**config.mk**
```make
export PLATFORM = sky130hd
export DESIGN_NAME = ps2_set1_scancode_to_ascii_top
export DESIGN_NICKNAME = d
export VERILOG_FILES = /design/src/rtl/ps2s1_pkg.sv /design/src/rtl/ps2s1_in_reg.sv /design/src/rtl/ps2s1_xlate.sv /design/src/rtl/ps2s1_out_reg.sv /design/src/rtl/ps2s1_set1_scancode_to_ascii_top.sv
export SDC_FILE = /design/constraint.sdc
export NUM_CORES = 1
export LEC_CHECK = 0
export BUFFER_PORTS_ARGS = -buffer_cell sky130_fd_sc_hd__buf_4
export CAP_MARGIN = 0
export CORE_ASPECT_RATIO = 1.5
export CORE_MARGIN = 2
export CORE_UTILIZATION = 55
export CTS_CLUSTER_SIZE = 16
export DETAILED_ROUTE_END_ITERATION = 12
export PLACE_DENSITY = 0.78
export SLEW_MARGIN = 25
export SYNTH_ARGS = -nofsm -noshare
export SYNTH_HDL_FRONTEND = slang
export SYNTH_HIERARCHICAL = 1
export SYNTH_SLANG_ARGS = --single-unit
```
**constraint.sdc**
```tcl
create_clock -name clock -period 3.1 [get_ports clock]
set_input_delay 0.31 -clock clock [delete_from_list [all_inputs] [get_ports clock]]
set_output_delay 0.31 -clock clock [all_outputs]
set_load 0.005 [all_outputs]
```
**src/rtl/ps2s1_pkg.sv**
```systemverilog
// ----------------------------------------------------------------------------
// ps2s1_pkg: shared types and tables for the set 1 scancode translator
// key kinds, navigation codes, scancode constants and the US layout tables
// ----------------------------------------------------------------------------
package ps2s1_pkg;

   // scancode constants
   localparam logic [7:0] SC_PREFIX  = 8'hE0;
   localparam logic [6:0] SC_LSHIFT  = 7'h2A;
   localparam logic [6:0] SC_RSHIFT  = 7'h36;
   localparam logic [6:0] SC_CTRL    = 7'h1D;
   localparam logic [6:0] SC_ALT     = 7'h38;
   localparam logic [6:0] SC_CAPS    = 7'h3A;
   localparam logic [6:0] SC_PGUP    = 7'h49;
   localparam logic [6:0] SC_PGDN    = 7'h51;
   localparam logic [6:0] SC_ENTER   = 7'h1C;
   localparam logic [6:0] ASCII_CR   = 7'h0D;
   localparam logic [6:0] CASE_BIT   = 7'h20;
   localparam logic [6:0] CTRL_MASK  = 7'h1F;

   typedef enum logic [1:0] {
      KIND_NONE = 2'd0,
      KIND_CHAR = 2'd1,
      KIND_NAV  = 2'd2
   } key_kind_type;

   typedef enum logic [1:0] {
      SCROLL_NONE = 2'd0,
      SCROLL_UP   = 2'd1,
      SCROLL_DOWN = 2'd2
   } scroll_type;

   typedef enum logic [3:0] {
      NAV_UP    = 4'd0,
      NAV_DOWN  = 4'd1,
      NAV_LEFT  = 4'd2,
      NAV_RIGHT = 4'd3,
      NAV_HOME  = 4'd4,
      NAV_END   = 4'd5,
      NAV_PGUP  = 4'd6,
      NAV_PGDN  = 4'd7,
      NAV_INS   = 4'd8,
      NAV_DEL   = 4'd9
   } nav_key_type;

   // modifier and prefix state
   typedef struct packed {
      logic shift;
      logic ctrl;
      logic alt;
      logic caps;
      logic prefix;
   } flags_type;

   // one result word
   typedef struct packed {
      key_kind_type key_kind;
      logic [6:0]   char_code;
      nav_key_type  nav_key;
      scroll_type   scroll_request;
      logic         shift_held;
      logic         ctrl_held;
      logic         alt_held;
      logic         caps_on;
   } result_type;

   // unshifted layout, zero for unmapped codes
   function automatic logic [6:0] plain_char(input logic [6:0] idx);
      logic [6:0] c;
      case (idx)
         7'h01: c = 7'h1B;  7'h02: c = 7'h31;  7'h03: c = 7'h32;  7'h04: c = 7'h33;
         7'h05: c = 7'h34;  7'h06: c = 7'h35;  7'h07: c = 7'h36;  7'h08: c = 7'h37;
         7'h09: c = 7'h38;  7'h0A: c = 7'h39;  7'h0B: c = 7'h30;  7'h0C: c = 7'h2D;
         7'h0D: c = 7'h3D;  7'h0E: c = 7'h08;  7'h0F: c = 7'h09;  7'h10: c = 7'h71;
         7'h11: c = 7'h77;  7'h12: c = 7'h65;  7'h13: c = 7'h72;  7'h14: c = 7'h74;
         7'h15: c = 7'h79;  7'h16: c = 7'h75;  7'h17: c = 7'h69;  7'h18: c = 7'h6F;
         7'h19: c = 7'h70;  7'h1A: c = 7'h5B;  7'h1B: c = 7'h5D;  7'h1C: c = 7'h0D;
         7'h1E: c = 7'h61;  7'h1F: c = 7'h73;  7'h20: c = 7'h64;  7'h21: c = 7'h66;
         7'h22: c = 7'h67;  7'h23: c = 7'h68;  7'h24: c = 7'h6A;  7'h25: c = 7'h6B;
         7'h26: c = 7'h6C;  7'h27: c = 7'h3B;  7'h28: c = 7'h27;  7'h29: c = 7'h60;
         7'h2B: c = 7'h5C;  7'h2C: c = 7'h7A;  7'h2D: c = 7'h78;  7'h2E: c = 7'h63;
         7'h2F: c = 7'h76;  7'h30: c = 7'h62;  7'h31: c = 7'h6E;  7'h32: c = 7'h6D;
         7'h33: c = 7'h2C;  7'h34: c = 7'h2E;  7'h35: c = 7'h2F;  7'h37: c = 7'h2A;
         7'h39: c = 7'h20;  7'h47: c = 7'h37;  7'h48: c = 7'h38;  7'h49: c = 7'h39;
         7'h4A: c = 7'h2D;  7'h4B: c = 7'h34;  7'h4C: c = 7'h35;  7'h4D: c = 7'h36;
         7'h4E: c = 7'h2B;  7'h4F: c = 7'h31;  7'h50: c = 7'h32;  7'h51: c = 7'h33;
         7'h52: c = 7'h30;  7'h53: c = 7'h2E;
         default: c = 7'h00;
      endcase
      return c;
   endfunction

   // shifted layout, falls back to the plain table where both agree
   function automatic logic [6:0] shift_char(input logic [6:0] idx);
      logic [6:0] c;
      case (idx)
         7'h02: c = 7'h21;  7'h03: c = 7'h40;  7'h04: c = 7'h23;  7'h05: c = 7'h24;
         7'h06: c = 7'h25;  7'h07: c = 7'h5E;  7'h08: c = 7'h26;  7'h09: c = 7'h2A;
         7'h0A: c = 7'h28;  7'h0B: c = 7'h29;  7'h0C: c = 7'h5F;  7'h0D: c = 7'h2B;
         7'h10: c = 7'h51;  7'h11: c = 7'h57;  7'h12: c = 7'h45;  7'h13: c = 7'h52;
         7'h14: c = 7'h54;  7'h15: c = 7'h59;  7'h16: c = 7'h55;  7'h17: c = 7'h49;
         7'h18: c = 7'h4F;  7'h19: c = 7'h50;  7'h1A: c = 7'h7B;  7'h1B: c = 7'h7D;
         7'h1E: c = 7'h41;  7'h1F: c = 7'h53;  7'h20: c = 7'h44;  7'h21: c = 7'h46;
         7'h22: c = 7'h47;  7'h23: c = 7'h48;  7'h24: c = 7'h4A;  7'h25: c = 7'h4B;
         7'h26: c = 7'h4C;  7'h27: c = 7'h3A;  7'h28: c = 7'h22;  7'h29: c = 7'h7E;
         7'h2B: c = 7'h7C;  7'h2C: c = 7'h5A;  7'h2D: c = 7'h58;  7'h2E: c = 7'h43;
         7'h2F: c = 7'h56;  7'h30: c = 7'h42;  7'h31: c = 7'h4E;  7'h32: c = 7'h4D;
         7'h33: c = 7'h3C;  7'h34: c = 7'h3E;  7'h35: c = 7'h3F;
         default: c = plain_char(idx);
      endcase
      return c;
   endfunction

endpackage

```
**src/rtl/ps2s1_in_reg.sv**
```systemverilog
// ----------------------------------------------------------------------------
// ps2s1_in_reg: input register
// holds one scancode word until the translate stage takes it
// ----------------------------------------------------------------------------
module ps2s1_in_reg
   import ps2s1_pkg::*;
(
   input  logic       clock,
   input  logic       reset,
   input  logic       req_valid,
   output logic       req_ready,
   input  logic [7:0] req_scancode,
   input  logic       take,        // translate stage consumes the held word
   output logic       held_valid,
   output logic [7:0] held_code
);

   logic       valid_ff, valid_in;
   logic [7:0] code_ff, code_in;

   assign req_ready = !valid_ff || take;

   always_comb begin
      valid_in = valid_ff;
      code_in  = code_ff;
      if (req_valid && req_ready) begin
         valid_in = 1'b1;
         code_in  = req_scancode;
      end else if (take) begin
         valid_in = 1'b0;
      end
   end

   always_ff @(posedge clock) begin
      if (reset) begin
         valid_ff <= 1'b0;
      end else begin
         valid_ff <= valid_in;
      end
      code_ff <= code_in;
   end

   assign held_valid = valid_ff;
   assign held_code  = code_ff;

endmodule

```
**src/rtl/ps2s1_xlate.sv**
```systemverilog
// ----------------------------------------------------------------------------
// ps2s1_xlate: scancode translation and modifier state
// one pass of decode and table lookup, flags advance on each consumed word
// ----------------------------------------------------------------------------
module ps2s1_xlate
   import ps2s1_pkg::*;
(
   input  logic       clock,
   input  logic       reset,
   input  logic       step,
   input  logic [7:0] code,
   output result_type result
);

   flags_type  flags_ff, flags_in;
   logic [6:0] mk;
   logic [6:0] lut;
   logic [6:0] ch;
   logic       is_lower, is_upper;

   assign mk = code[6:0];

   always_comb begin
      lut      = flags_ff.shift ? shift_char(mk) : plain_char(mk);
      ch       = lut;
      is_lower = (lut >= 7'h61) && (lut <= 7'h7A);
      is_upper = (lut >= 7'h41) && (lut <= 7'h5A);
      // caps flips letter case once
      if (flags_ff.caps && (is_lower || is_upper)) begin
         ch = lut ^ CASE_BIT;
      end
      // ctrl maps letters to 1..26
      if (flags_ff.ctrl && (is_lower || is_upper)) begin
         ch = ch & CTRL_MASK;
      end
   end

   always_comb begin
      flags_in = flags_ff;
      result   = '{key_kind: KIND_NONE, char_code: 7'h00, nav_key: NAV_UP,
                   scroll_request: SCROLL_NONE, shift_held: 1'b0,
                   ctrl_held: 1'b0, alt_held: 1'b0, caps_on: 1'b0};
      if (code == SC_PREFIX) begin
         flags_in.prefix = 1'b1;
      end else if (code[7]) begin
         // release code
         if (mk == SC_LSHIFT || mk == SC_RSHIFT) flags_in.shift = 1'b0;
         if (mk == SC_CTRL) flags_in.ctrl = 1'b0;
         if (mk == SC_ALT) flags_in.alt = 1'b0;
         flags_in.prefix = 1'b0;
      end else if (flags_ff.prefix) begin
         flags_in.prefix = 1'b0;
         result.key_kind = KIND_NAV;
         unique case (mk)
            7'h48:   result.nav_key = NAV_UP;
            7'h50:   result.nav_key = NAV_DOWN;
            7'h4B:   result.nav_key = NAV_LEFT;
            7'h4D:   result.nav_key = NAV_RIGHT;
            7'h47:   result.nav_key = NAV_HOME;
            7'h4F:   result.nav_key = NAV_END;
            7'h49:   result.nav_key = NAV_PGUP;
            7'h51:   result.nav_key = NAV_PGDN;
            7'h52:   result.nav_key = NAV_INS;
            7'h53:   result.nav_key = NAV_DEL;
            SC_ENTER: begin
               result.key_kind  = KIND_CHAR;
               result.char_code = ASCII_CR;
            end
            default: result.key_kind = KIND_NONE;
         endcase
      end else if (mk == SC_LSHIFT || mk == SC_RSHIFT) begin
         flags_in.shift = 1'b1;
      end else if (mk == SC_CTRL) begin
         flags_in.ctrl = 1'b1;
      end else if (mk == SC_ALT) begin
         flags_in.alt = 1'b1;
      end else if (mk == SC_CAPS) begin
         flags_in.caps = !flags_ff.caps;
      end else if (flags_ff.shift && mk == SC_PGUP) begin
         result.scroll_request = SCROLL_UP;
      end else if (flags_ff.shift && mk == SC_PGDN) begin
         result.scroll_request = SCROLL_DOWN;
      end else if (lut != 7'h00) begin
         result.key_kind  = KIND_CHAR;
         result.char_code = ch;
      end
      result.shift_held = flags_in.shift;
      result.ctrl_held  = flags_in.ctrl;
      result.alt_held   = flags_in.alt;
      result.caps_on    = flags_in.caps;
   end

   always_ff @(posedge clock) begin
      if (reset) begin
         flags_ff <= '0;
      end else if (step) begin
         flags_ff <= flags_in;
      end
   end

   // flags only move when a word is consumed
   a_flags_hold: assert property (@(posedge clock) disable iff (reset)
      !step |=> $stable(flags_ff))
      else $error("flags changed without a consumed word");

   // prefix byte arms the extended flag
   a_prefix_set: assert property (@(posedge clock) disable iff (reset)
      step && code == SC_PREFIX |=> flags_ff.prefix)
      else $error("prefix flag not set after prefix byte");

   // shift release always drops shift
   a_shift_rel: assert property (@(posedge clock) disable iff (reset)
      step && code[7] && (mk == SC_LSHIFT || mk == SC_RSHIFT) |=> !flags_ff.shift)
      else $error("shift still held after release");

   // a word with a key never also asks for a scroll
   a_kind_scroll: assert property (@(posedge clock) disable iff (reset)
      result.key_kind != KIND_NONE |-> result.scroll_request == SCROLL_NONE)
      else $error("key and scroll request in one word");

endmodule

```
**src/rtl/ps2s1_out_reg.sv**
```systemverilog
// ----------------------------------------------------------------------------
// ps2s1_out_reg: result register
// holds one translated word until the consumer takes it
// ----------------------------------------------------------------------------
module ps2s1_out_reg
   import ps2s1_pkg::*;
(
   input  logic       clock,
   input  logic       reset,
   input  logic       load_valid,
   output logic       load_ready,
   input  result_type load_word,
   output logic       rsp_valid,
   input  logic       rsp_ready,
   output result_type rsp_word
);

   logic       valid_ff, valid_in;
   result_type word_ff, word_in;

   assign load_ready = !valid_ff || rsp_ready;

   always_comb begin
      valid_in = valid_ff;
      word_in  = word_ff;
      if (load_valid && load_ready) begin
         valid_in = 1'b1;
         word_in  = load_word;
      end else if (rsp_ready) begin
         valid_in = 1'b0;
      end
   end

   always_ff @(posedge clock) begin
      if (reset) begin
         valid_ff <= 1'b0;
      end else begin
         valid_ff <= valid_in;
      end
      word_ff <= word_in;
   end

   assign rsp_valid = valid_ff;
   assign rsp_word  = word_ff;

endmodule

```
**src/rtl/ps2s1_set1_scancode_to_ascii_top.sv**
```systemverilog
// ----------------------------------------------------------------------------
// ps2_set1_scancode_to_ascii_top: PS/2 set 1 scancode to ASCII translator
// US QWERTY layout with shift, ctrl, alt, caps lock and extended key tracking
// ----------------------------------------------------------------------------
// each scancode byte written on the req channel gives exactly one word on the
// rsp channel, in order; an accepted byte is held in the input register,
// where the translate logic works on it, and is then loaded into the result
// register once that register has room, which raises rsp_valid; one byte can
// be accepted every cycle while the consumer keeps up, and when rsp_ready
// stays low the full result register holds the input register, which then
// drops req_ready, so throughput is set by rsp_ready alone
// ----------------------------------------------------------------------------
module ps2_set1_scancode_to_ascii_top
   import ps2s1_pkg::*;
(
   input  logic       clock,
   input  logic       reset,
   // scancode input
   input  logic       req_valid,
   output logic       req_ready,
   input  logic [7:0] req_scancode,
   // translated key output
   output logic       rsp_valid,
   input  logic       rsp_ready,
   output logic [1:0] rsp_key_kind,
   output logic [6:0] rsp_char_code,
   output logic [3:0] rsp_nav_key,
   output logic [1:0] rsp_scroll_request,
   output logic       rsp_shift_held,
   output logic       rsp_ctrl_held,
   output logic       rsp_alt_held,
   output logic       rsp_caps_on
);

   logic       held_valid;
   logic [7:0] held_code;
   logic       load_ready;
   logic       step;          // held byte moves into the result register
   result_type xlate_word;
   result_type out_word;

   // byte moves on when the result register has room
   assign step = held_valid && load_ready;

   ps2s1_in_reg u_in_reg (
      .clock        (clock),
      .reset        (reset),
      .req_valid    (req_valid),
      .req_ready    (req_ready),
      .req_scancode (req_scancode),
      .take         (step),
      .held_valid   (held_valid),
      .held_code    (held_code)
   );

   // modifier flags live here and advance with each step
   ps2s1_xlate u_xlate (
      .clock  (clock),
      .reset  (reset),
      .step   (step),
      .code   (held_code),
      .result (xlate_word)
   );

   ps2s1_out_reg u_out_reg (
      .clock      (clock),
      .reset      (reset),
      .load_valid (held_valid),
      .load_ready (load_ready),
      .load_word  (xlate_word),
      .rsp_valid  (rsp_valid),
      .rsp_ready  (rsp_ready),
      .rsp_word   (out_word)
   );

   // unpack the result word onto the ports
   assign rsp_key_kind       = out_word.key_kind;
   assign rsp_char_code      = out_word.char_code;
   assign rsp_nav_key        = out_word.nav_key;
   assign rsp_scroll_request = out_word.scroll_request;
   assign rsp_shift_held     = out_word.shift_held;
   assign rsp_ctrl_held      = out_word.ctrl_held;
   assign rsp_alt_held       = out_word.alt_held;
   assign rsp_caps_on        = out_word.caps_on;

endmodule
```
==> impl_metrics.csv, run 1 <==
group,metric,value,unit
setup_path,cp.buffers_inverters,3,
power_and_ir_drop,swShare,35.46,%
clocking,htree_levels,2,
layout,layout_commonest_cell,"buf_4",
yosys,postSynthNetCount,475,
yosys,netlist-cell-type-count,76,
setup_path,crit_start,"u_in_reg/held_code[1]",
drt,top_layer,"met4",
placed_design,dp_hpwl,10340,um
drt,wl_met1,4967,um
global_routing,grt_pass1_vias,3955,
hold_path,hold_depth,1,
yosys,synth_top_area_share,22.17,%
global_routing,grt_pass1_wl,21210,um
setup_path,slowest_delay,0.48,ns
floorplanning,num_rows,36,
layout,fillers,459,
floorplanning,initial_core_util,56.39,%
drt,remaining_drc_errors,0,
outcome,status,"finished with violations",
setup_path,cp_top_family,"simple AND/OR/NAND/NOR gates",
sta,relSlewSlack,62.06,%
layout,multiInputGateArea,2739,sq um
power_and_ir_drop,switchingPower,0.5662,mW
sta,clock.fmax,313.9,MHz
setup_path,crit_top_cell,"buf_6",
clocking,cts_buffers,5,
drt,wl,15020,um
power_and_ir_drop,comb_power_share,41.9,%
yosys,synthesis.area,3657,sq um
yosys,synth_edf_count,27,
drt,drt_iter0_drc,628,
sta,timing.final.crit_share,102.8,%
sta,timing.final.ws_setup,-0.08530,ns
clocking,clk_path_buf_depth,2,
global_routing,grt_max_degree,36,
job,max_cap_violations,0,
hold_path,hp-start,"req_scancode[2]",
clocking,clk_pin_slew,0.08,ns
yosys,yosys-top-cells-area,"edfxtp_1 (22%), a21oi_1 (4.8%), ha_1 (4.1%)",
floorplanning,fp.dieW,70.58,um
power_and_ir_drop,max-vdd-ir-drop,0.2263,mV
setup_path,path_depth,13,
outcome,violations,"setup timing",
setup_path,critPathMaxFanout,8,
setup_path,slowest_stage,"edfxtp_1",
floorplanning,io-pin-count,33,
drt,detail_route.wl_per_cell,24.50,um
hold_path,min_path_type,"input port to flop",
sta,worstMarginPinSlew,0.5680,ns
layout,antennaDiodeCount,0,
drt,wl_met3,1579,um
setup_path,required,3.15,ns
power_and_ir_drop,power_frac_clock,24.5,%
layout,final_nets,560,
setup_path,reg2reg_depth,13,
yosys,ys_warn_count,6,
sta,setup_viol_count_final,3,
sta,skew,0.006520,ns
layout,final_area,5037,sq um
yosys,synth_top_area_cell,"edfxtp_1",
power_and_ir_drop,power_density,316.9,nW/um^2
global_routing,antenna_found_initial,0,
sta,hold_violations,0,
yosys,synth_cells,451,
setup_path,cp-start-kind,"flop",
yosys,synthArstFlopShare,0,%
drt,drt_pre_antenna_iters,5,
drt,viasPerCell,7.121,
setup_path,arrival,3.24,ns
placed_design,placed_area,4294,sq um
layout,mostFrequentLayoutCells,"buf_4 (105), nor2_1 (33), nand2_1 (32)",
setup_path,cp_cell_sequence,"buf_6 > buf_6 > ha_4 > or2_1 > a21oi_2 > o221ai_2 > buf_4 > nand4b_1 > nor3b_4 > a31oi_4 > a32oi_4 > mux2i_1 > nand2_1",
floorplanning,die_y,103.9,um
clocking,clk_latency,0.30,ns
drt,final_antenna_net_count,0,
sta,period_minus_slack,3.185,ns
clocking,cts_hold_buf,0,
layout,drive_above_1_share,36.13,%
power_and_ir_drop,pwr-share-seq,33.6,%
power_and_ir_drop,internal_power,1.030,mW
floorplanning,coreArea,6486,sq um
layout,syn2layout_area_growth,37.74,%
placed_design,numPortBuffers,32,
yosys,ys_ff_latch,34,
clocking,cts_root_buf,"clkbuf_8",
clocking,cts_tree,"built",
setup_path,r2r-start,"u_in_reg/held_code[1]",
sta,rsz0062_at_grt,"yes",
layout,seq_area,950.9,sq um
setup_path,crit_type,"flop to flop",
drt,route.met2.wl,6883,um
sta,maxSlewViolCount,0,
setup_path,cp-end-kind,"flop",
power_and_ir_drop,p_leak,1.941,nW
sta,fin_hold_ws,0.1793,ns
yosys,syn_avg_cell_area,8.109,sq um
global_routing,grt_overflow,0,
global_routing,track_usage,37.20,%
drt,num_vias,4365,
floorplanning,die_area,7331,sq um
placed_design,gp_congestion,1.060,
clocking,cts.sinks,34,
yosys,ys.flop_type,"edfxtp_1",
yosys,ys_seq_area_share,26.00,%
==> path summary, 6_finish.rpt <==
| path | endpoint | slack, ns |
|---|---|---|
| hold reg to reg | u_xlate/flags_ff[2] | 0.52 |
| setup / recovery | u_out_reg/rsp_word[15] | -0.09 |
| setup reg to reg | u_out_reg/rsp_word[15] | -0.09 |
| hold / removal | u_in_reg/held_code[2] | 0.18 |
==> timing repair <==
action / 4_1_cts / 5_1_grt
pin swaps: 3 / 40
gates cloned: 0 / 2
setup buffers: 9 / 15
setup endpoints to repair: 6 / 6
gates resized for setup: 10 / 70
==> power groups by stage <==
| stage | registers, mW | clock network, mW | logic (mW) |
|---|---|---|---|
| after floorplan | 0.545 | 0 | 0.302 |
| after global placement | 0.547 | 0 | 0.509 |
| after detailed placement | 0.548 | 0 | 0.513 |
| after CTS | 0.536 | 0.394 | 0.537 |
| after global routing | 0.538 | 0.418 | 0.696 |
| final | 0.536 | 0.391 | 0.669 |
==> registers in the layout (all words and copies together) (netlist names) <==
signal               count
u_in_reg/held_valid      1
u_out_reg/rsp_word      19
u_out_reg/rsp_valid      1
u_in_reg/held_code       8
u_xlate/flags_ff         5
==> cells in the mapped netlist, drive strengths merged (10+ instances only) <==
cell,count
nand2,32
o21ai,24
edfxtp,27
mux2i,13
nor3,12
inv,14
nor2b,11
a21oi,37
nor2,36
buf,37
ha,12
o211ai,10
nand3,14
nand2b,15
==> stage by stage <==
| stage | TNS, ns | std cells | utilization, % | power (mW) | worst slack, ns |
|---|---|---|---|---|---|
| CTS | -0.005680 | 596 | 69.48 | 1.466 | -0.005680 |
| global placement | -0.5879 | 579 | 66.20 | 1.056 | -0.2416 |
| finish | -0.1332 | 613 | 77.66 | 1.597 | -0.08530 |
| floorplan | 0 | 451 | - | 0.8468 | 0.002334 |
| detailed placement | -0.5414 | 579 | 66.20 | 1.061 | -0.2032 |
| global route | -0.2675 | 613 | 77.66 | 1.652 | -0.1399 |
==> worst register-to-register path, cell delays in order (launching register included) <==
cell,delay [ns]
edfxtp_1,0.48
buf_6,0.18
buf_6,0.11
ha_4,0.20
or2_1,0.23
a21oi_2,0.15
o221ai_2,0.16
buf_4,0.16
nand4b_1,0.30
nor3b_4,0.31
a31oi_4,0.13
a32oi_4,0.22
mux2i_1,0.25
nand2_1,0.06
==> kinds of logic after synthesis <==
| group | after synthesis | synth area share [%] |
|---|---|---|
| and+or+nand+nor | 174 | 26.72 |
| DFF | 34 | 26.00 |
| buffers and inverters | 60 | 8.792 |
| xor gates and xnor gates | 4 | 0.9578 |
| adders and majority gates | 12 | 4.105 |
| muxes | 16 | 4.482 |
| AOI/OAI and AO/OA | 151 | 28.94 |
==> area by class of cell <==
cell class / instances / share of cell area [%]
clock buffer: 6 / 1.863
clock inverter: 2 / 0.2484
tap: 76 / 1.888
multi-input combinational: 357 / 54.37
timing repair buffer: 124 / 21.66
inverter: 14 / 1.093
sequential: 34 / 18.88
==> layer usage <==
metal / global-route usage, % / up-vias
met5: 0 / -
met4: 26.01 / 0
met3: 7.461 / 128
met2: 60.98 / 358
met1: 42.53 / 1996
li1: - / 1883
Note: power is estimated with default switching activity, not from simulation.
==> inputs of run 2 (changes only) <==
--- a/config.mk
+++ b/config.mk
@@ -5,13 +5,13 @@
 export SDC_FILE = /design/constraint.sdc
 export NUM_CORES = 1
 export LEC_CHECK = 0
-export BUFFER_PORTS_ARGS = -buffer_cell sky130_fd_sc_hd__buf_4
 export CAP_MARGIN = 0
-export CORE_ASPECT_RATIO = 1.5
+export CORE_ASPECT_RATIO = 1.1
 export CORE_MARGIN = 2
-export CORE_UTILIZATION = 55
+export CORE_UTILIZATION = 59
 export CTS_CLUSTER_SIZE = 16
 export DETAILED_ROUTE_END_ITERATION = 12
+export DONT_BUFFER_PORTS = 1
 export PLACE_DENSITY = 0.78
 export SLEW_MARGIN = 25
 export SYNTH_ARGS = -nofsm -noshare
==> run 2 against run 1 <==
Effect of this change: the flow still finishes with violations (setup timing); via count shrank 4.7%; core utilization shrank 1.3 points; sequential cell count is the same; non-clock buffer count shrank 36; critical path depth shrank 2; worst hold slack lost 0.11 ns; setup slack gained 0.012 ns.
==> impl_metrics.csv, run 2 (synthesis results as in run 1) <==
group,metric,value,unit
power_and_ir_drop,comb_power_share,36.5,%
global_routing,grt_max_degree,37,
layout,fillers,447,
placed_design,placed_cells,559,
layout,stdcell_count,581,
layout,layout_commonest_cell,"buf_4",
layout,final_area,4641,sq um
sta,maxSlewViolCount,0,
power_and_ir_drop,pwr-share-seq,33.9,%
setup_path,crit_start,"u_in_reg/held_code[2]",
sta,timing.final.ws_setup,-0.07359,ns
sta,timing.final.crit_share,102.4,%
setup_path,arrival,3.22,ns
floorplanning,io-pin-count,33,
clocking,cts_tree,"built",
setup_path,r2r-start,"u_in_reg/held_code[2]",
power_and_ir_drop,internal_power,1.065,mW
floorplanning,die_area,6845,sq um
setup_path,crit_type,"flop to flop",
clocking,cts_buffers,5,
placed_design,numPortBuffers,0,
layout,seq_area,950.9,sq um
layout,syn2layout_area_growth,26.89,%
clocking,clk_pin_slew,0.08,ns
clocking,cts.sinks,34,
drt,wl,13810,um
sta,relSlewSlack,49.88,%
sta,worstMarginPinSlew,0.7495,ns
sta,fin_hold_ws,0.06907,ns
power_and_ir_drop,max-vdd-ir-drop,0.2227,mV
layout,antennaDiodeCount,0,
hold_path,hp-start,"reset",
sta,hold_violations,0,
drt,drt_pre_antenna_iters,6,
floorplanning,die_y,86.58,um
setup_path,cp-end-kind,"flop",
placed_design,gp_congestion,1.100,
job,max_cap_violations,0,
outcome,violations,"setup timing",
clocking,cts_root_buf,"clkbuf_8",
global_routing,track_usage,39.37,%
drt,drt_iter0_drc,638,
layout,mostFrequentLayoutCells,"buf_4 (73), nor2_1 (34), a21oi_1 (34)",
placed_design,dp_hpwl,9886,um
sta,setup_viol_count_final,2,
layout,largest_reg_flops,19,
power_and_ir_drop,swShare,33.42,%
drt,final_antenna_net_count,0,
floorplanning,num_rows,30,
sta,clock.fmax,315.1,MHz
global_routing,grt_pass1_vias,3839,
floorplanning,coreArea,6081,sq um
outcome,status,"finished with violations",
power_and_ir_drop,switchingPower,0.5344,mW
sta,skew,0.006639,ns
setup_path,required,3.14,ns
drt,viasPerCell,7.164,
global_routing,antenna_found_initial,0,
layout,drive_above_1_share,30.34,%
drt,detail_route.wl_per_cell,23.78,um
floorplanning,fp.dieW,79.07,um
sta,period_minus_slack,3.174,ns
layout,final_nets,524,
clocking,htree_levels,2,
hold_path,min_path_type,"input port to flop",
clocking,clk_path_buf_depth,2,
global_routing,grt_overflow,0,
power_and_ir_drop,power_density,344.6,nW/um^2
layout,final_core_util,76.32,%
floorplanning,initial_core_util,60.14,%
clocking,clk_latency,0.29,ns
power_and_ir_drop,power_frac_clock,29.6,%
setup_path,critPathMaxFanout,30,
global_routing,grt_pass1_wl,20690,um
placed_design,placed_area,4131,sq um
layout,multiInputGateArea,2630,sq um
placed_design,pre_cts_ws,-0.1426,ns
drt,remaining_drc_errors,0,
power_and_ir_drop,p_leak,1.785,nW
setup_path,cp-start-kind,"flop",
drt,num_vias,4162,
sta,rsz0062_at_grt,"yes",
[run 2: cell types whose count changed in the layout (fill, tap and decap cells not counted), moves of 3 or more]
cell	change
nand3_2	+4
a21oi_1	+3
buf_4	-32
buf_6	-3
nand3_1	-3
[run 2: worst paths after layout]
check                      endpoint  slack, ns  cells after the start
max          u_out_reg/rsp_word[15]      -0.07                     11
max reg2reg  u_out_reg/rsp_word[15]      -0.07                     11
min reg2reg     u_xlate/flags_ff[2]       0.52                      2
min             u_in_reg/held_valid       0.07                      1
[run 2: per-stage QoR]
step	TNS, ns	power (mW)
after global placement	-0.1349	1.032
after detailed placement	-0.7463	1.035
after CTS	-0.02559	1.539
after floorplan	0	0.8468
final	-0.07950	1.599
after global routing	-0.2733	1.646
[run 2: what timing repair did]
action / CTS / global route
hold endpoints to repair: 0 / 0
setup buffers: 10 / 5
pin swaps: 13 / 19
gates resized for setup: 27 / 34
setup endpoints to repair: 8 / 8
hold buffers: 0 / 0
[run 2: final cells by class]
type | instances | share of cell area [%]
multi-input cells | 357 | 56.67
flip-flops and latches | 34 | 20.49
repair buffers | 88 | 16.64
well taps | 80 | 2.157
clock buffers | 6 | 2.022
inverters | 14 | 1.186
clock inverters | 2 | 0.8358
[run 2: per-layer routing]
metal  vias to the layer above  wire length (um)  track usage (%)
met5                         -                 0                0
met4                         0               980            22.26
met3                        85              1700            7.292
met2                       379              6000            62.02
met1                      1893              5133            50.75
li1                       1805                 -                -
[run 2: power groups by stage]
stage	Clock (mW)	Sequential [mW]	Combinational, mW
floorplan	0	0.545	0.302
CTS	0.476	0.542	0.520
global route	0.490	0.545	0.611
global placement	0	0.550	0.482
finish	0.473	0.542	0.584
detailed placement	0	0.552	0.483
[run 2: worst max-delay path, cell delays in order (launching register included)]
cell and delay (ns):
edfxtp_1 0.47, buf_12 0.22, nor2b_2 0.34, a32oi_1 0.20, o31ai_1 0.46, a2111oi_2 0.12, buf_4 0.17, or2_1 0.22
a21o_1 0.18, a32oi_2 0.22, mux2i_1 0.22, nand2_1 0.08
